==> src/xssa_pkg.sv <==
// Shared types and constants for the X-stencil sum / arg-max block.
// No dependencies; every other file refers to this package by scoped names.
package xssa_pkg;

  // Grid and data sizing
  localparam int MAX_COLS   = 1024;
  localparam int MAX_ROWS   = 1024;
  localparam int VALUE_W    = 16;
  localparam int ROW_W      = $clog2(MAX_ROWS);
  localparam int COL_W      = $clog2(MAX_COLS);

  // Configuration port
  localparam int TOTAL_W    = 11;
  localparam int CFG_IDX_W  = 1;
  localparam logic [CFG_IDX_W-1:0] CFG_ROW_TOTAL = 1'b0;
  localparam logic [CFG_IDX_W-1:0] CFG_COL_TOTAL = 1'b1;

  // Compare width for positions against totals
  localparam int POS_CNT_W  = ((ROW_W > COL_W) ? ROW_W : COL_W) + 1;
  localparam int CNT_W      = (POS_CNT_W > TOTAL_W) ? POS_CNT_W : TOTAL_W;

  // Result widths
  localparam int OUT_ROW_W  = 10;
  localparam int OUT_COL_W  = 10;
  localparam int SUM_W      = 18;
  localparam int SUM_MAX    = (1 << SUM_W) - 1;

  // Five-term score
  localparam int SCORE_W    = VALUE_W + 3;

  // Front-to-back queue
  localparam int QUEUE_DEPTH = 4;
  localparam int QPTR_W      = $clog2(QUEUE_DEPTH);
  localparam int QCNT_W      = $clog2(QUEUE_DEPTH + 1);

  // Position class of one cell, worked out by the front
  typedef struct packed {
    logic r_ge1;     // row >= 1
    logic r_ge2;     // row >= 2
    logic c_ge1;     // col >= 1
    logic c_ge2;     // col >= 2
    logic r_in;      // row < row total
    logic c_in;      // col < col total
    logic last_row;
    logic last_col;
  } cls_t;

  // One queued cell
  typedef struct packed {
    logic [VALUE_W-1:0] value;
    logic [ROW_W-1:0]   row;
    logic [COL_W-1:0]   col;
    cls_t               cls;
  } item_t;

endpackage

==> src/xssa_queue.sv <==
// Short FIFO that decouples the front end from the stencil back end.
// Depends on xssa_pkg (item_t, QUEUE_DEPTH).
module xssa_queue (
  input  logic            clk,
  input  logic            rst_n,
  input  logic            push,
  input  xssa_pkg::item_t push_item,
  output logic            push_ready,
  input  logic            pop,
  output logic            pop_valid,
  output xssa_pkg::item_t pop_item
);

  xssa_pkg::item_t               slot_r [xssa_pkg::QUEUE_DEPTH];
  logic [xssa_pkg::QPTR_W-1:0]   wr_ptr_r, rd_ptr_r, wr_ptr_nxt, rd_ptr_nxt;
  logic [xssa_pkg::QCNT_W-1:0]   count_r, count_nxt;
  logic                          do_push, do_pop;

  assign push_ready = count_r != xssa_pkg::QCNT_W'(xssa_pkg::QUEUE_DEPTH);
  assign pop_valid  = count_r != '0;
  assign pop_item   = slot_r[rd_ptr_r];
  assign do_push    = push && push_ready;
  assign do_pop     = pop && pop_valid;

  // Pointer wrap
  assign wr_ptr_nxt = !do_push ? wr_ptr_r :
                      (wr_ptr_r == xssa_pkg::QPTR_W'(xssa_pkg::QUEUE_DEPTH - 1)) ? '0 :
                      wr_ptr_r + xssa_pkg::QPTR_W'(1);
  assign rd_ptr_nxt = !do_pop ? rd_ptr_r :
                      (rd_ptr_r == xssa_pkg::QPTR_W'(xssa_pkg::QUEUE_DEPTH - 1)) ? '0 :
                      rd_ptr_r + xssa_pkg::QPTR_W'(1);

  always_comb begin
    count_nxt = count_r;
    if (do_push && !do_pop)
      count_nxt = count_r + xssa_pkg::QCNT_W'(1);
    else if (do_pop && !do_push)
      count_nxt = count_r - xssa_pkg::QCNT_W'(1);
  end

  always_ff @(posedge clk) begin
    if (!rst_n) begin
      wr_ptr_r <= '0;
      rd_ptr_r <= '0;
      count_r  <= '0;
    end else begin
      wr_ptr_r <= wr_ptr_nxt;
      rd_ptr_r <= rd_ptr_nxt;
      count_r  <= count_nxt;
    end
  end

  // Storage
  always_ff @(posedge clk) begin
    if (do_push) begin
      slot_r[wr_ptr_r] <= push_item;
    end
  end

endmodule

==> config.mk <==
export PLATFORM = sky130hd
export DESIGN_NAME = xssa_queue
export DESIGN_NICKNAME = d
export VERILOG_FILES = /design/src/xssa_pkg.sv /design/src/xssa_queue.sv
export SDC_FILE = /design/constraint.sdc
export NUM_CORES = 1
export LEC_CHECK = 0
export BUFFER_PORTS_ARGS = -buffer_cell sky130_fd_sc_hd__buf_2
export CAP_MARGIN = 5
export CORE_ASPECT_RATIO = 0.6
export CORE_MARGIN = 2
export CORE_UTILIZATION = 37
export DETAILED_ROUTE_END_ITERATION = 8
export HOLD_SLACK_MARGIN = 0.15
export SKIP_CTS_REPAIR_TIMING = 1
export SYNTH_ARGS = -nofsm -noshare
export SYNTH_HDL_FRONTEND = slang
export SYNTH_SLANG_ARGS = --single-unit
==> constraint.sdc <==
create_clock -name clk -period 2.7 [get_ports clk]
set_input_delay 0.405 -clock clk [delete_from_list [all_inputs] [get_ports clk]]
set_output_delay 0.405 -clock clk [all_outputs]
set_load 0.02 [all_outputs]
==> impl_metrics.py, run 1 <==
metrics = {
    "status": {
        "status": "finished clean",
    },
    "sta": {
        "fmax_mhz": 415,
        "finalSetupTns_ns": 0,
        "finalHoldViolCount": 0,
        "setup_violations": 0,
        "report.final.slew_viol_count": 0,
        "slew_headroom_pct": 65.2,
        "finClkSkew_ns": 0.00698,
        "worstMarginPinSlew_ns": 0.522,
        "setup_slack_ns": 0.292,
        "period_share_pct": 89.2,
        "rsz0062_at_grt": "no",
        "period_minus_slack_ns": 2.41,
    },
    "clock_tree": {
        "tritoncts": "built",
        "cts.sinks": 185,
        "insertion_delay_ns": 0.42,
        "cts_buffer_depth": 2,
        "numCtsBuffers": 17,
        "h-tree-depth": 4,
        "ctsRootBufferMaster": "clkbuf_16",
        "cts.clk_slew.worst_paths_ns": 0.06,
    },
    "detailed_routing": {
        "via_per_inst": 4.89,
        "wl_microns": 12500,
        "firstDrtPassIters": 4,
        "avgRoutedWirePerCell_microns": 19.5,
        "drt_iter0_markers": 243,
        "num_vias": 3152,
        "drc": 0,
        "ant_nets": 0,
    },
    "floorplan": {
        "dieArea_sq_um": 19600,
        "num_io_pins": 94,
        "initial_core_util_pct": 37.8,
        "fp-row-count": 38,
        "die_x_microns": 179,
        "dieHeight_microns": 109,
        "core_area_sq_um": 18100,
    },
    "grt": {
        "antenna_found_initial": 4,
        "grt_max_degree": 45,
        "grt_pass1_wl_microns": 18800,
        "grt.total_usage_pct": 13.7,
        "grt_pass1_vias": 3319,
        "grt-ovfl-total": 0,
    },
    "logic_synthesis": {
        "synth-seq-cells": 185,
        "yosys.cell_types.count": 28,
        "syn-num-nets": 336,
        "avgSynthCellArea_sq_um": 24.3,
        "synth_warnings": 0,
        "synth_ff_type": "edfxtp_1",
        "yosysTopAreaCell": "edfxtp_1",
        "syn_inst": 281,
        "async_flop_share_pct": 0,
        "synth.most_common_cell": "edfxtp_1",
        "synth_common_cells": "176 x edfxtp_1, 44 x mux4_2, 9 x dfxtp_1, 6 x ha_1, 5 x nand2_1",
        "synth_top_area_share_pct": 77.5,
        "ys_top_cells_by_area": "edfxtp_1 77%, mux4_2 15%, dfxtp_1 2.6%",
        "synth_edf_count": 176,
        "syn_area_sq_um": 6820,
        "ys_seq_area_share_pct": 80.1,
    },
    "place": {
        "place_hpwl_microns": 7420,
        "routabilityCongestion": 0.698,
        "post-place-ws_ns": 0.342,
        "numPortBuffers": 93,
        "dp_cells": 611,
    },
    "setup_path": {
        "critPathMaxFanout": 23,
        "rrSetupSlack_ns": 0.35,
        "crit_required_ns": 2.30,
        "ff2ff_path_depth": 8,
        "start_kind": "flop",
        "slowest_stage": "mux4_2",
        "path_cells": "buf_12 -> mux4_2 -> buf_2",
        "arrival_ns": 2.00,
        "worst_path_largest_cell_delay_ns": 0.57,
        "r2r-end": "count_r[2]$_SDFFE_PN0P_",
        "critical-path-top-delay-family": "multiplexers",
        "worstSetupPathType": "reg -> out",
        "crit_buf_inv": 2,
        "rr_startpoint": "count_r[0]$_SDFFE_PN0P_",
        "end_kind": "output pin",
    },
    "layout": {
        "final_nets": 445,
        "fillers": 1548,
        "syn2layout_area_growth_pct": 20.6,
        "drive_above_1_share_pct": 45.2,
        "fin_cells": 644,
    },
    "pwr": {
        "ir_drop_mv": 0.423,
        "leakage_uw": 0.00276,
        "powerDensity_nw_per_um2": 959,
    },
    "job": {
        "maxCapViolCount": 0,
    },
    "worst_hold_path": {
        "min_path_type": "in -> reg",
        "worstHoldStart": "push_item[12]",
        "hold_path_end": "slot_r[3][12]$_DFFE_PP_",
        "min_path_cells": 1,
    },
}
==> worst max-delay path by stage <==
stage | slack, ns | depth (start not counted) | from | end
floorplan | 0.50 | 7 | count_r[0]$_SDFFE_PN0P_ | count_r[2]$_SDFFE_PN0P_
global placement | 0.50 | 8 | count_r[0]$_SDFFE_PN0P_ | count_r[2]$_SDFFE_PN0P_
detailed placement | 0.34 | 8 | count_r[0]$_SDFFE_PN0P_ | count_r[2]$_SDFFE_PN0P_
CTS | 0.22 | 3 | flop | pop_item[17]
global route | 0.16 | 3 | flop | pop_item[17]
finish | 0.29 | 3 | flop | pop_item[34]
==> cell usage in the layout (no fill, tap or decap), types with 2 or more instances in the layout <==
cell type,count
edfxtp_1,176
mux4_2,44
dfxtp_1,7
clkinvlp_4,2
nor2_1,2
inv_1,3
bufinv_16,2
ha_1,6
clkinv_1,2
nand2_1,5
clkbuf_1,3
nand3_1,2
or3_2,2
inv_6,3
buf_2,93
mux2i_1,2
and3_2,4
buf_4,3
o21ai_0,3
buf_12,6
clkinv_2,3
clkbuf_16,17
==> metrics by stage <==
| step | power [uW] | hold WS, ns | util, % | cell area (sq um) |
|---|---|---|---|---|
| after global routing | 8260 | 0.178 | 45.5 | 8230 |
| after detailed placement | 5630 | 0.508 | 42.4 | 7670 |
| after global placement | 5570 | 0.487 | 42.4 | 7670 |
| final | 7890 | 0.194 | 45.5 | 8230 |
| after CTS | 8000 | 0.174 | 45.5 | 8230 |
| after floorplan | 4950 | 0.468 | - | 6820 |
==> layout make-up <==
cell class                 instances  area [sq um]  area share (%)
antenna                            1          2.50          0.0304
inverter                           3          11.3           0.137
clock buffer                      20           437            5.31
tap                              240           300            3.65
multi-input combinational         81          1280            15.5
sequential                       185          5470            66.5
timing repair buffer             102           608            7.39
clock inverter                    12           124            1.51
==> layer usage <==
| layer | track usage, % | routed length, microns | vias up |
|---|---|---|---|
| li1 | - | - | 1397 |
| met1 | 17.6 | 5800 | 1632 |
| met2 | 21.5 | 5720 | 97 |
| met3 | 5.40 | 833 | 20 |
| met4 | 4.15 | 143 | 6 |
| met5 | 0 | 32 | - |
==> report_power, final <==
part	leakage (uW)	total [uW]	internal, uW	switching, uW
clock	0.000270	2360	1360	1000
combinational	0.000805	1890	823	1070
sequential	0.00169	3640	3480	151
total	0.00276	7890	5670	2220
==> cells by family (layout without fill, tap and decap cells) <==
group           after synthesis  after routing  synth area share, %
mux                          46             46                 14.8
other cells                   0              1                    0
xor+xnor                      2              2                0.257
fa+ha+maj                     7              7                 1.39
compound gates                6              6                0.513
buf+inv                      15            137                 1.19
flops                       185            185                 80.1
simple gates                 20             20                 1.72
==> flip-flops by register name, summed over array words and instances, names as in the netlist, named ones only <==
register and cells:
slot_r 176, count_r 3, rd_ptr_r 2, wr_ptr_r 2
No activity file was read; power rests on OpenSTA's default activity.
==> inputs of run 2 (changes only) <==
Settings changed: CORE_UTILIZATION 37 to 30, SKIP_LAST_GASP set to 1.
==> impl_metrics.py, run 2 (synthesized netlist as in run 1, its figures left out) <==
metrics = {
    "status": {
        "status": "finished clean",
    },
    "floorplan": {
        "core_area_sq_um": 22200,
        "initial_core_util_pct": 30.8,
        "dieHeight_microns": 121,
        "fp-row-count": 42,
        "dieArea_sq_um": 24000,
        "num_io_pins": 94,
        "die_x_microns": 199,
    },
    "layout": {
        "fin_cells": 711,
        "final_cell_mix": "176 x edfxtp_1, 93 x buf_2, 44 x mux4_2",
        "largest_reg_flops": 176,
        "layout_commonest_cell": "edfxtp_1",
        "regMostFlops": "slot_r",
        "final_nets": 444,
        "syn2layout_area_growth_pct": 20.3,
        "reg_top3": "slot_r: 176 flops, count_r: 3 flops",
        "drive_above_1_share_pct": 44.9,
        "final_area_sq_um": 8210,
    },
    "grt": {
        "antenna_found_initial": 2,
        "grt-ovfl-total": 0,
        "grt_max_degree": 45,
        "grt_pass1_vias": 3381,
        "grt.total_usage_pct": 11.7,
        "grt_pass1_wl_microns": 19800,
    },
    "worst_hold_path": {
        "min_path_type": "in -> reg",
    },
    "setup_path": {
        "arrival_ns": 2.02,
        "critPathMaxFanout": 13,
        "crit_required_ns": 2.30,
        "end_kind": "output pin",
        "worstSetupPathType": "reg -> out",
        "start_kind": "flop",
    },
    "sta": {
        "fmax_mhz": 412,
        "finalSetupTns_ns": 0,
        "finalHoldViolCount": 0,
        "finClkSkew_ns": 0.0126,
        "worstMarginPinSlew_ns": 0.736,
        "period_minus_slack_ns": 2.43,
        "setup_slack_ns": 0.271,
        "slew_headroom_pct": 51.0,
        "setup_violations": 0,
        "period_share_pct": 90.0,
        "report.final.slew_viol_count": 0,
        "rsz0062_at_grt": "no",
    },
    "detailed_routing": {
        "wl_microns": 13100,
        "ant_nets": 0,
        "firstDrtPassIters": 4,
        "via_per_inst": 4.37,
        "num_vias": 3106,
        "drt_iter0_markers": 149,
        "drc": 0,
        "avgRoutedWirePerCell_microns": 18.4,
    },
    "place": {
        "place_hpwl_microns": 7690,
        "dp_cells": 678,
        "numPortBuffers": 93,
        "routabilityCongestion": 0.714,
        "place_area_sq_um": 7690,
        "post-place-ws_ns": 0.351,
    },
    "clock_tree": {
        "cts.sinks": 185,
        "insertion_delay_ns": 0.43,
        "h-tree-depth": 4,
        "cts.clk_slew.worst_paths_ns": 0.07,
        "ctsRootBufferMaster": "clkbuf_16",
        "cts_buffer_depth": 2,
        "tritoncts": "built",
        "numCtsBuffers": 17,
    },
    "pwr": {
        "ir_drop_mv": 0.437,
        "leakage_uw": 0.00272,
        "powerDensity_nw_per_um2": 936,
        "power_uw": 7680,
    },
    "job": {
        "maxCapViolCount": 0,
    },
}
==> run 2: cell types whose count changed in the layout (fill, tap and decap cells not counted), sizes merged <==
cell | before | now
clkinv | 5 | 9
bufinv | 2 | 0
clkbuf | 20 | 18
buf | 102 | 101
diode | 1 | 2
inv | 6 | 5
==> run 2: where the power goes <==
| group | switching (uW) | total, uW | internal (uW) |
|---|---|---|---|
| clock | 1020 | 2180 | 1160 |
| sequential | 155 | 3640 | 3490 |
| combinational | 1060 | 1860 | 796 |
==> run 2: through the flow <==
step	hold slack, ns	utilization [%]
CTS	0.159	37.0
finish	0.196	37.0
floorplan	0.468	-
global placement	0.494	34.7
global route	0.166	37.0
detailed placement	0.499	34.7
==> run 2: worst paths after layout <==
path                       startpoint                       end  slack [ns]  cells after the start
max                              flop              pop_item[30]        0.27                      3
min                     push_item[20]   slot_r[1][20]$_DFFE_PP_        0.20                      1
max reg2reg   count_r[0]$_SDFFE_PN0P_   count_r[2]$_SDFFE_PN0P_        0.35                      8
min reg2reg  wr_ptr_r[1]$_SDFFE_PN0P_  wr_ptr_r[1]$_SDFFE_PN0P_        0.51                      2
==> run 2: cell type report <==
cell class	instances	area (sq um)
fill	2047	14000
sequential	185	5470
multi-input combinational	81	1280
timing repair buffer	101	551
clock buffer	18	429
tap	308	385
clock inverter	13	80.1
inverter	3	11.3
antenna	2	5.00
==> run 2: worst max-delay path, stage by stage (launching register included) <==
cell	delay (ns)
dfxtp_4	0.55
buf_4	0.32
mux4_2	0.54
buf_2	0.18
==> run 2: metal layers <==
metal / share of wire (%) / global-route usage, % / routed length (microns)
met4: 1.0 / 3.50 / 136
met3: 5.9 / 4.63 / 770
met5: 0 / 0 / 0
met2: 48 / 18.9 / 6310
met1: 45 / 14.7 / 5890
