$ cat src/xssa_pkg.sv
// Shared types and constants for the X-stencil sum / arg-max block.
// No dependencies; every other file refers to this package by scoped names.
package xssa_pkg;

  // Grid and data sizing
  localparam int MAX_COLS   = 1024;
  localparam int MAX_ROWS   = 1024;
  localparam int VALUE_W    = 16;
  localparam int ROW_W      = $clog2(MAX_ROWS);
  localparam int COL_W      = $clog2(MAX_COLS);

  // Configuration port
  localparam int TOTAL_W    = 11;
  localparam int CFG_IDX_W  = 1;
  localparam logic [CFG_IDX_W-1:0] CFG_ROW_TOTAL = 1'b0;
  localparam logic [CFG_IDX_W-1:0] CFG_COL_TOTAL = 1'b1;

  // Compare width for positions against totals
  localparam int POS_CNT_W  = ((ROW_W > COL_W) ? ROW_W : COL_W) + 1;
  localparam int CNT_W      = (POS_CNT_W > TOTAL_W) ? POS_CNT_W : TOTAL_W;

  // Result widths
  localparam int OUT_ROW_W  = 10;
  localparam int OUT_COL_W  = 10;
  localparam int SUM_W      = 18;
  localparam int SUM_MAX    = (1 << SUM_W) - 1;

  // Five-term score
  localparam int SCORE_W    = VALUE_W + 3;

  // Front-to-back queue
  localparam int QUEUE_DEPTH = 4;
  localparam int QPTR_W      = $clog2(QUEUE_DEPTH);
  localparam int QCNT_W      = $clog2(QUEUE_DEPTH + 1);

  // Position class of one cell, worked out by the front
  typedef struct packed {
    logic r_ge1;     // row >= 1
    logic r_ge2;     // row >= 2
    logic c_ge1;     // col >= 1
    logic c_ge2;     // col >= 2
    logic r_in;      // row < row total
    logic c_in;      // col < col total
    logic last_row;
    logic last_col;
  } cls_t;

  // One queued cell
  typedef struct packed {
    logic [VALUE_W-1:0] value;
    logic [ROW_W-1:0]   row;
    logic [COL_W-1:0]   col;
    cls_t               cls;
  } item_t;

endpackage

$ cat src/xssa_front.sv
// Front end: configuration registers, raster position tracking and cell classification.
// Depends on xssa_pkg.
module xssa_front (
  input  logic                              clk,
  input  logic                              rst_n,
  input  logic                              cfg_we,
  input  logic [xssa_pkg::CFG_IDX_W-1:0]    cfg_index,
  input  logic [xssa_pkg::TOTAL_W-1:0]      cfg_wdata,
  input  logic                              in_valid,
  output logic                              in_ready,
  input  logic [xssa_pkg::VALUE_W-1:0]      in_cell_value,
  input  logic                              q_ready,
  output logic                              q_push,
  output xssa_pkg::item_t                   q_item
);

  logic [xssa_pkg::TOTAL_W-1:0] row_total_r, col_total_r;
  logic [xssa_pkg::ROW_W-1:0]   row_pos_r, row_pos_nxt;
  logic [xssa_pkg::COL_W-1:0]   col_pos_r, col_pos_nxt;
  logic [xssa_pkg::CNT_W-1:0]   row_lim, col_lim, row_ext, col_ext;
  logic                         last_row, last_col;

  // Config writes
  always_ff @(posedge clk) begin
    if (!rst_n) begin
      row_total_r <= xssa_pkg::TOTAL_W'(1);
      col_total_r <= xssa_pkg::TOTAL_W'(1);
    end else if (cfg_we) begin
      case (cfg_index)
        xssa_pkg::CFG_ROW_TOTAL: row_total_r <= cfg_wdata;
        xssa_pkg::CFG_COL_TOTAL: col_total_r <= cfg_wdata;
        default: ;
      endcase
    end
  end

  // Clamp totals into 1..MAX
  always_comb begin
    if (row_total_r == '0)
      row_lim = xssa_pkg::CNT_W'(1);
    else if (xssa_pkg::CNT_W'(row_total_r) > xssa_pkg::CNT_W'(xssa_pkg::MAX_ROWS))
      row_lim = xssa_pkg::CNT_W'(xssa_pkg::MAX_ROWS);
    else
      row_lim = xssa_pkg::CNT_W'(row_total_r);

    if (col_total_r == '0)
      col_lim = xssa_pkg::CNT_W'(1);
    else if (xssa_pkg::CNT_W'(col_total_r) > xssa_pkg::CNT_W'(xssa_pkg::MAX_COLS))
      col_lim = xssa_pkg::CNT_W'(xssa_pkg::MAX_COLS);
    else
      col_lim = xssa_pkg::CNT_W'(col_total_r);
  end

  // Classify the current position
  assign row_ext  = xssa_pkg::CNT_W'(row_pos_r);
  assign col_ext  = xssa_pkg::CNT_W'(col_pos_r);
  assign last_row = (row_ext + xssa_pkg::CNT_W'(1)) >= row_lim;
  assign last_col = (col_ext + xssa_pkg::CNT_W'(1)) >= col_lim;

  always_comb begin
    q_item.value        = in_cell_value;
    q_item.row          = row_pos_r;
    q_item.col          = col_pos_r;
    q_item.cls.r_ge1    = row_pos_r != '0;
    q_item.cls.r_ge2    = row_pos_r > xssa_pkg::ROW_W'(1);
    q_item.cls.c_ge1    = col_pos_r != '0;
    q_item.cls.c_ge2    = col_pos_r > xssa_pkg::COL_W'(1);
    q_item.cls.r_in     = row_ext < row_lim;
    q_item.cls.c_in     = col_ext < col_lim;
    q_item.cls.last_row = last_row;
    q_item.cls.last_col = last_col;
  end

  assign in_ready = q_ready;
  assign q_push   = in_valid && q_ready;

  // Raster position advance
  always_comb begin
    col_pos_nxt = col_pos_r;
    row_pos_nxt = row_pos_r;
    if (q_push) begin
      if (!last_col) begin
        col_pos_nxt = col_pos_r + xssa_pkg::COL_W'(1);
      end else begin
        col_pos_nxt = '0;
        row_pos_nxt = last_row ? '0 : row_pos_r + xssa_pkg::ROW_W'(1);
      end
    end
  end

  always_ff @(posedge clk) begin
    if (!rst_n) begin
      row_pos_r <= '0;
      col_pos_r <= '0;
    end else begin
      row_pos_r <= row_pos_nxt;
      col_pos_r <= col_pos_nxt;
    end
  end

endmodule

$ cat config.mk
export PLATFORM = sky130hd
export DESIGN_NAME = xssa_front
export DESIGN_NICKNAME = d
export VERILOG_FILES = /design/src/xssa_pkg.sv /design/src/xssa_front.sv
export SDC_FILE = /design/constraint.sdc
export NUM_CORES = 1
export LEC_CHECK = 0
export ABC_AREA = 1
export BUFFER_PORTS_ARGS = -buffer_cell sky130_fd_sc_hd__clkbuf_2
export CAP_MARGIN = 0
export CORE_ASPECT_RATIO = 0.7
export CORE_MARGIN = 2
export CORE_UTILIZATION = 30
export CTS_BUF_LIST = sky130_fd_sc_hd__clkbuf_8
export CTS_CLUSTER_SIZE = 25
export DETAILED_ROUTE_END_ITERATION = 8
export GPL_TIMING_DRIVEN = 0
export PLACE_DENSITY = 0.49
export SYNTH_ARGS = -nofsm -noshare
export SYNTH_HDL_FRONTEND = slang
export SYNTH_SLANG_ARGS = --single-unit
$ cat constraint.sdc
create_clock -name clk -period 3.83 [get_ports clk]
set_input_delay 0 -clock clk [delete_from_list [all_inputs] [get_ports clk]]
set_output_delay 0 -clock clk [all_outputs]
set_load 0.05 [all_outputs]
==> metrics list, run 1 <==
- The run finished with clean final reports.
- TritonCTS built the clock tree.
- In this run the cell area measured after placement is 0.00385 mm².
- Overall power consumption after layout is estimated at 1.12 mW.
- For this run, the post-layout net count is 650.
- Leakage: 1.98 nW
* Fraction of layout cells with a size suffix above 1: 0.194
- Clock-pin slew was measured on the worst setup and hold paths at 80 ps.
- Worst Hold Class: in -> reg
- Sequential cell area fraction in the yosys report: 0.251
- Worst path cell trace: ha_1, nand3_2, nor2_4, nand2_2, xor2_1, inv_1, ha_1, nand2_1, nor2_1, nand2_1, nor2_1, nor2_1, nand3_1, buf_4, buf_4, clkbuf_2
- The number of global-route vias before repair was 3079.
- Fraction of synthesis flops using an asynchronous set or reset pin: 0
- The startpoint identified for the worst register-to-register timing path is row_pos_r[0].
* Maximum number of pins on one net before global-route repair: 12
- When the netlist entered floorplanning its net count stood at 570.
- For the worst setup path, the data arrival time is 3210 ps.
* Number of setup violations in the final report: 0
- Portion of the clock cycle consumed by the worst path in the final layout: 0.839
- The number of setup buffers added after CTS is 0.
* Worst-Margin Slew: 515 ps
- The path with the worst hold slack has its endpoint at col_pos_r[0].
* Worst IR drop on VDD: 0.118 mV
* Final Hold Vio Count: 0
* Post-Syn Area: 0.00335 mm²
- Measured in cells, the most critical reg-to-reg path has a length of 17.
- The worst setup path is launched from a register.
- Setup repair after global routing left no endpoint under its margin.
- Summing all multi-input logic gate instances after layout gives 0.00213 mm².
* Vias: 3276
- Buffers inserted to repair hold after CTS numbered 11.
- Final worst clock skew: 5.93 ps
* Overall die height: 92.4 µm
* Count of flip-flops with a built-in enable after synthesis: 0
- Total detailed-routing wirelength: 9.31 mm
* Unique masters post-synth: 33
- Area added between synthesis and finish: 20.6%
- Post-cts repair resize count: 0
* GRT Util Overall: 0.163
- Adding up every negative setup slack in the final design gives 0 ps.
- Initial DRC Count: 259
- Top_reg_cell synth: sky130_fd_sc_hd__dfxtp_1
* Worst slew margin relative to its limit: 0.656
- Total core area: 0.0109 mm²
- Dividing total power by cell area gives a power density of 279 mW/mm².
* Global-route wire length before repair: 15.3 mm
- The number of buffers and inverters on the critical path is 4.
- The library cell used most frequently in the layout, excluding fill and tap cells, is sky130_fd_sc_hd__nand2_1.
* Top library cells by usage in the layout, fill and taps aside: sky130_fd_sc_hd__nand2_1, sky130_fd_sc_hd__clkbuf_2, sky130_fd_sc_hd__nor2_1
- Number of placement rows: 32
* Fmax: 0.311 GHz
* Crit path time final: 3210 ps
- Routed WL per cell: 12.9 µm
* Hpwl dp: 7.62 mm
- STA classifies the critical path endpoint as a primary output.
- Global routing finished with a remaining overflow of 0.
- Worst path slowest cell: sky130_fd_sc_hd__dfxtp_1
- Maxcap violations: 0
- Crit path required time: 3830 ps
- Maximum number of buffers from clock root to sink: 2
* Clock network latency to the later pin of the worst-skew pair: 300 ps
- Final std cell area, no fill: 0.00403 mm²
- Broken down by cell family, the worst path's largest delay share belongs to simple AND/OR/NAND/NOR gates.
- The worst hold path passes through 3 cells.
* Final GP Congestion: 0.842
- H-tree Lvls: 2
* Origin of the worst min-delay path: rst_n
- Clock tree synthesis selected as its root buffer the cell sky130_fd_sc_hd__clkbuf_8.
* Routed Antenna Nets: 0
- CTS sink count: 42
* Synthesized netlist cell count: 487
- The repair_antennas step left the layout with diodes totalling 0.
* Total of warnings raised by yosys: 0
- 79 I/O pins were placed.
- Kind of critical path: reg -> out
* Count of input and output buffers: 62
- The floorplan step set the die width to 130 µm.
- Max stage delay on crit path: 600 ps
- TritonRoute pass-1 iters: 4
* Layout fillers: 1171
- The initial utilization of the core area, before any placement, comes to 0.306.
* Number of buffers added by the clock tree synthesis step: 5
- Post-detailed-route via-to-cell ratio: 4.55
- Area used by sequential logic in the layout: 841 µm²
* Destination of the worst register-to-register timing path: row_pos_r[4]
* Full die area: 0.0120 mm²
- Flip-flop and latch count after synthesis: 42
* DRC violation count after routing: 0
- Highest net fanout along the worst path: 11
- Final count of pins violating max slew: 0
* Average footprint of a synthesized cell: 6.87 µm²
- Among the stages of the critical path, the cell type that occurs most often is sky130_fd_sc_hd__nor2_1.
* Flop2flop setup slack: 980 ps
* Number of antenna violations at the first check in global routing: 0
## layout make-up
| cell class | instances | area share |
|---|---|---|
| inverter | 52 | 0.0484 |
| sequential | 42 | 0.208 |
| clock buffer | 5 | 0.0171 |
| clock inverter | 2 | 0.00186 |
| timing repair buffer | 73 | 0.104 |
| multi-input combinational | 366 | 0.529 |
| buffer | 27 | 0.0437 |
| tap | 153 | 0.0475 |
## tightest hold or removal path: cells and delay by family
kind,cells,cell delay (ps)
AO/OA/AOI/OAI,2,140
buffers and inverters,1,160
## flip-flops by register name, indices dropped and copies added (netlist names)
| register | flops |
|---|---|
| col_total_r | 11 |
| col_pos_r | 10 |
| row_pos_r | 10 |
| row_total_r | 11 |
## synth_stat cells (2+ instances only)
| master | number | area [µm²] |
|---|---|---|
| sky130_fd_sc_hd__a21oi_1 | 40 | 200 |
| sky130_fd_sc_hd__a21oi_2 | 4 | 35.0 |
| sky130_fd_sc_hd__and2_1 | 2 | 12.5 |
| sky130_fd_sc_hd__buf_4 | 20 | 150 |
| sky130_fd_sc_hd__clkbuf_1 | 6 | 22.5 |
| sky130_fd_sc_hd__clkinv_1 | 3 | 11.3 |
| sky130_fd_sc_hd__dfxtp_1 | 42 | 841 |
| sky130_fd_sc_hd__ha_1 | 50 | 626 |
| sky130_fd_sc_hd__inv_1 | 47 | 176 |
| sky130_fd_sc_hd__inv_2 | 2 | 7.51 |
| sky130_fd_sc_hd__nand2_1 | 123 | 462 |
| sky130_fd_sc_hd__nand2_2 | 5 | 31.3 |
| sky130_fd_sc_hd__nand3_1 | 14 | 70.1 |
| sky130_fd_sc_hd__nand4_1 | 4 | 25.0 |
| sky130_fd_sc_hd__nor2_1 | 61 | 229 |
| sky130_fd_sc_hd__nor2_4 | 3 | 33.8 |
| sky130_fd_sc_hd__nor3_1 | 2 | 10.0 |
| sky130_fd_sc_hd__nor3b_1 | 2 | 15.0 |
| sky130_fd_sc_hd__nor4_1 | 4 | 25.0 |
| sky130_fd_sc_hd__o21a_1 | 2 | 15.0 |
| sky130_fd_sc_hd__o21ai_0 | 26 | 130 |
| sky130_fd_sc_hd__o221ai_1 | 2 | 17.5 |
| sky130_fd_sc_hd__or2_2 | 3 | 18.8 |
| sky130_fd_sc_hd__xnor2_1 | 3 | 26.3 |
| sky130_fd_sc_hd__xor2_1 | 9 | 78.8 |
## cell families (layout without fill, tap and decap cells)
kind of cell               Yosys count  in the layout  share of synthesized area
AOI/OAI and AO/OA                   77             77                      0.128
adders and majority gates           50             50                      0.187
xor gates and xnor gates            12             12                     0.0314
and+or+nand+nor                    227            227                      0.291
buffers and inverters               79            159                      0.111
DFF                                 42             42                      0.251
## through the flow
stage / std cells / hold WS (ps) / setup WS [ps] / util
floorplan: 487 / 113 / 1060 / -
global placement: 702 / 248 / 960 / 0.352
detailed placement: 702 / 244 / 961 / 0.352
CTS: 720 / 28.6 / 605 / 0.369
global route: 720 / 62.3 / 332 / 0.369
finish: 720 / 43.7 / 618 / 0.369
## how the worst max path moves through the flow
stage | from | end | slack (ps) | cells after the start
after global routing | row_pos_r[0] | q_item[1] | 330 | 15
after global placement | row_pos_r[0] | q_item[1] | 960 | 15
final | row_pos_r[0] | q_item[1] | 620 | 16
after floorplan | row_pos_r[0] | row_pos_r[8] | 1060 | 16
after detailed placement | row_pos_r[0] | q_item[1] | 960 | 16
after CTS | row_pos_r[0] | q_item[1] | 610 | 16
## per-layer routing
layer,vias to the layer above,GRT usage,wire length [µm]
li1,1716,-,-
met3,7,0.0283,407
met1,1489,0.256,5220
met2,64,0.225,3610
met5,-,0,0
met4,0,0.0403,72
## where the power goes
part | total (mW) | switching [mW] | leakage, nW | internal [mW]
Sequential | 0.473 | 0.0181 | 0.343 | 0.454
Clock | 0.276 | 0.155 | 0.0466 | 0.121
Combinational | 0.376 | 0.256 | 1.59 | 0.120
Total | 1.12 | 0.429 | 1.98 | 0.695
No activity file was read; power rests on OpenSTA's default activity.
==> run 2, diff against run 1 <==
ABC_AREA = 0   (was 1)
PLACE_DENSITY = 0.5   (was 0.49)
clock period = 2.8 ns   (was 3.83 ns; I/O delays follow)
==> metrics list, run 2 <==
- Final core utilization: 0.414 (+0.0449)
- The critical path is of the reg -> reg type.
* Initial DRC Count: 135 (-48%)
- The instance count of the mapped netlist is 421 (-14%).
* Effective utilization at floorplan: 0.307 (+0.000615)
- Yosys instantiated no cell more often than sky130_fd_sc_hd__nand2_1.
- Setup repair after global routing could not meet its margin everywhere.
* Leakage: 2.03 nW (+2.5%)
- The share of post-route cells with drive strength above 1 was 0.341 (+0.147).
* Data arrival, critical path: 2970 ps (-240 ps)
- The top cell types in the final layout, fill and taps aside, are sky130_fd_sc_hd__nand2_1, sky130_fd_sc_hd__clkbuf_2, sky130_fd_sc_hd__buf_4.
* Aggregate global routing overflow: 0 (unchanged)
- Final worst clock skew: 8.64 ps (+2.72 ps)
- The run finished with clean final reports.
- For this run, the top clock speed supported by timing is 0.364 GHz.
* Overall Power: 1.58 mW (+41%)
- In the finished design, the share of the clock period the worst path needs comes to 0.981.
- Worst IR drop on VDD: 0.202 mV (+71%)
- Top cells by area, synth: sky130_fd_sc_hd__dfxtp_1, sky130_fd_sc_hd__ha_1, sky130_fd_sc_hd__nand2_1, sky130_fd_sc_hd__a21oi_1, sky130_fd_sc_hd__buf_4
- The vertical die dimension came to 92.8 µm (+0.44%).
- Clock Root Buffer: sky130_fd_sc_hd__clkbuf_8
- Final Hold Vio Count: 0 (unchanged)
- CTS sink count: 42 (unchanged)
- The post-synthesis instance area is 0.00338 mm² (+0.93%).
- The number of design rule violations left after detail routing came to 0 (unchanged).
- The tightest min-delay check is of the in -> reg type.
- By count the netlist is led by sky130_fd_sc_hd__nand2_1, sky130_fd_sc_hd__ha_1, sky130_fd_sc_hd__dfxtp_1.
* Routed Antenna Nets: 0 (unchanged)
- Flip-flop and latch count after synthesis: 42 (unchanged)
* Global-route wire length before repair: 15.2 mm (-0.41%)
- Area fraction of the dominant cell type after synthesis: 0.249 (-0.00233)
- The number of buffers inserted by port buffering came to 61 (-1.6%).
- Cell with the most instances on the worst path: sky130_fd_sc_hd__nand3_4
* Worst path slowest cell: sky130_fd_sc_hd__dfxtp_4
* Hpwl dp: 7.15 mm (-6.2%)
* Chip width: 131 µm (+0.45%)
- Biggest registers after layout: col_total_r (11), row_total_r (11)
- The share of flip-flops with an asynchronous set or reset came to 0 (unchanged).
- Power Density: 347 mW/mm² (+24%)
* I/O pin cnt: 79 (unchanged)
* Routed WL per cell: 14.0 µm (+8.4%)
- Summed over all instances, the cell type with the most area after synthesis is sky130_fd_sc_hd__dfxtp_1.
* GRT Util Overall: 0.158 (-0.00473)
- Number of buffer and inverter instances along the worst setup path: 1 (-3)
- H-tree Lvls: 2 (unchanged)
- Worst slew margin relative to its limit: 0.608 (-0.0479)
- Endpoint type of the worst setup path: register
- The CTS buffer count is 5 (unchanged).
* Total number of cells along the worst setup path: 13 (-3)
- Total core area: 0.0110 mm² (+0.73%)
* Number of placement rows: 32 (unchanged)
* Highest net fanout along the worst path: 6 (-5)
* Top delay family on crit path: simple AND/OR/NAND/NOR gates
- The number of cells on the worst reg-to-reg path came to 13 (-4).
* Sequential cell area fraction in the yosys report: 0.249 (-0.00233)
- Area added between synthesis and finish: 35.0%
- Final count of pins violating max slew: 0 (unchanged)
* Worst path cell trace: ha_4, nand3_4, or2_4, nor2_4, xor2_1, ha_1, a21oi_2, o21ai_2, a31oi_4, buf_12, nand3_4, or3_1, a21oi_1
- The smallest clock period supported by the final layout is computed as 2750 ps.
- STA classifies the critical path startpoint as a register.
- The clock transition at the register clock pins on the worst setup and hold paths after CTS is 90 ps (about the same).
- The first-pass iteration count of the detailed router came to 4 (unchanged).
- Most frequent standard cell in the layout excluding fill and tap cells: sky130_fd_sc_hd__nand2_1
- The routed via count is 3311 (+1.1%).
* Number of antenna violations at the first check in global routing: 0 (unchanged)
- The maximum single-stage delay on the critical path was 390 ps (-210 ps).
- Synth Net Count: 504 (-12%)
- TritonCTS built the clock tree.
- Top_reg_cell synth: sky130_fd_sc_hd__dfxtp_1
* Nets: 618 (-4.9%)
- The number of enable flip-flop cells after synthesis is 0 (unchanged).
- The count of final setup violators came to 0 (unchanged).
- The number of vias per cell is 4.81 (+5.6%).
- Crit path required time: 3030 ps (-800 ps)
- The number of inserted diodes is 0 (unchanged).
- The die footprint was 0.0121 mm² (+0.90%).
- Maxcap violations: 0 (unchanged)
* Total detailed-routing wirelength: 9.66 mm (+3.7%)
- Average footprint of a synthesized cell: 8.02 µm² (+17%)
- Final GP Congestion: 0.804 (-4.5%)
- Number of global-route vias before repair: 3120 (+1.3%)
- The count of distinct cell types in the synthesized netlist came to 53 (+61%).
- Clock network latency to the later pin of the worst-skew pair: 300 ps (about the same)
- The number of cells on the worst hold path came to 4 (+1).
- Maximum number of pins on one net before global-route repair: 14 (+2)
- Total of warnings raised by yosys: 0 (unchanged)
- Maximum number of buffers from clock root to sink: 2 (unchanged)
- Worst-Margin Slew: 587 ps (+71.9 ps)
-- run 2: cell types whose count changed after synthesis, sizes merged, moves of 8 or more --
cell	delta
a31oi	+8
nor2	-47
nand2b	+11
inv	-40
nand3	+10
nand2	-42
o21a	+9
o21ai	-18
-- run 2: routing by layer --
| layer | GRT usage | vias to the layer above | part of all wire |
|---|---|---|---|
| met1 | 0.244 | 1531 | 0.54 |
| met2 | 0.233 | 101 | 0.41 |
| met4 | 0.0301 | 0 | 0.0071 |
| li1 | - | 1673 | - |
| met3 | 0.0202 | 6 | 0.048 |
| met5 | 0 | - | 0 |
-- run 2: area by class of cell --
type	count	area (µm²)
Fill cell	1130	6450
Multi-Input combinational cell	333	2390
Sequential cell	42	878
Timing Repair Buffer	109	716
Buffer	33	243
Tap cell	153	191
Clock buffer	5	68.8
Inverter	11	48.8
Clock inverter	3	17.5
-- run 2: power by group --
part           switching [mW]  leakage (nW)  internal [mW]
clock network           0.230        0.0493          0.173
logic                   0.330          1.63          0.219
registers              0.0202         0.350          0.608
total                   0.580          2.03           1.00
-- run 2: path summary, 6_finish.rpt --
check / from / endpoint / slack [ps]
max reg2reg: col_pos_r[1] / col_pos_r[6] / 50
min reg2reg: col_total_r[1] / col_total_r[1] / 490
min: cfg_index / row_total_r[3] / 10
max: col_pos_r[1] / col_pos_r[6] / 50
-- run 2: logic make-up after synthesis --
kind of cell	Yosys count	synth area share
buffers and inverters	46	0.0867
XOR/XNOR	18	0.0489
AND/OR/NAND/NOR	182	0.273
AO/OA/AOI/OAI	83	0.157
flip-flops	42	0.249
adder cells (fa/ha/maj)	50	0.185
-- run 2: through the flow --
stage | area [µm²] | hold WS, ps | cells | setup slack [ps] | setup TNS (ps)
3_3_place_gp | 3900 | 254 | 635 | -182 | -2130
6_report | 4560 | 10.4 | 689 | 52.1 | 0
2_1_floorplan | 3400 | 124 | 421 | -15.7 | -15.7
3_5_place_dp | 3900 | 255 | 635 | -226 | -2870
4_1_cts | 4340 | 6.03 | 672 | -41.6 | -41.6
5_1_grt | 4560 | 51.7 | 689 | -65.4 | -607
-- run 2: what timing repair did --
| item | 4_1_cts | 5_1_grt |
|---|---|---|
| pin swaps | 8 | 23 |
| buffers inserted | 18 | 17 |
| hold buffers | 11 | 0 |
| setup endpoints to repair | 21 | 18 |
| gates resized for setup | 23 | 27 |
| gates cloned | 0 | 2 |
| endpoints found under the hold margin | 22 | 0 |
-- run 2: worst register-to-register path, cell delays in order (launching register included) --
cell and delay, ps:
sky130_fd_sc_hd__dfxtp_4 390, sky130_fd_sc_hd__ha_4 170, sky130_fd_sc_hd__nand3_4 80, sky130_fd_sc_hd__or2_4 270, sky130_fd_sc_hd__nor2_4 110, sky130_fd_sc_hd__xor2_1 160
sky130_fd_sc_hd__ha_1 290, sky130_fd_sc_hd__a21oi_2 180, sky130_fd_sc_hd__o21ai_2 80, sky130_fd_sc_hd__a31oi_4 240, sky130_fd_sc_hd__buf_12 160, sky130_fd_sc_hd__nand3_4 110
sky130_fd_sc_hd__or3_1 320, sky130_fd_sc_hd__a21oi_1 120
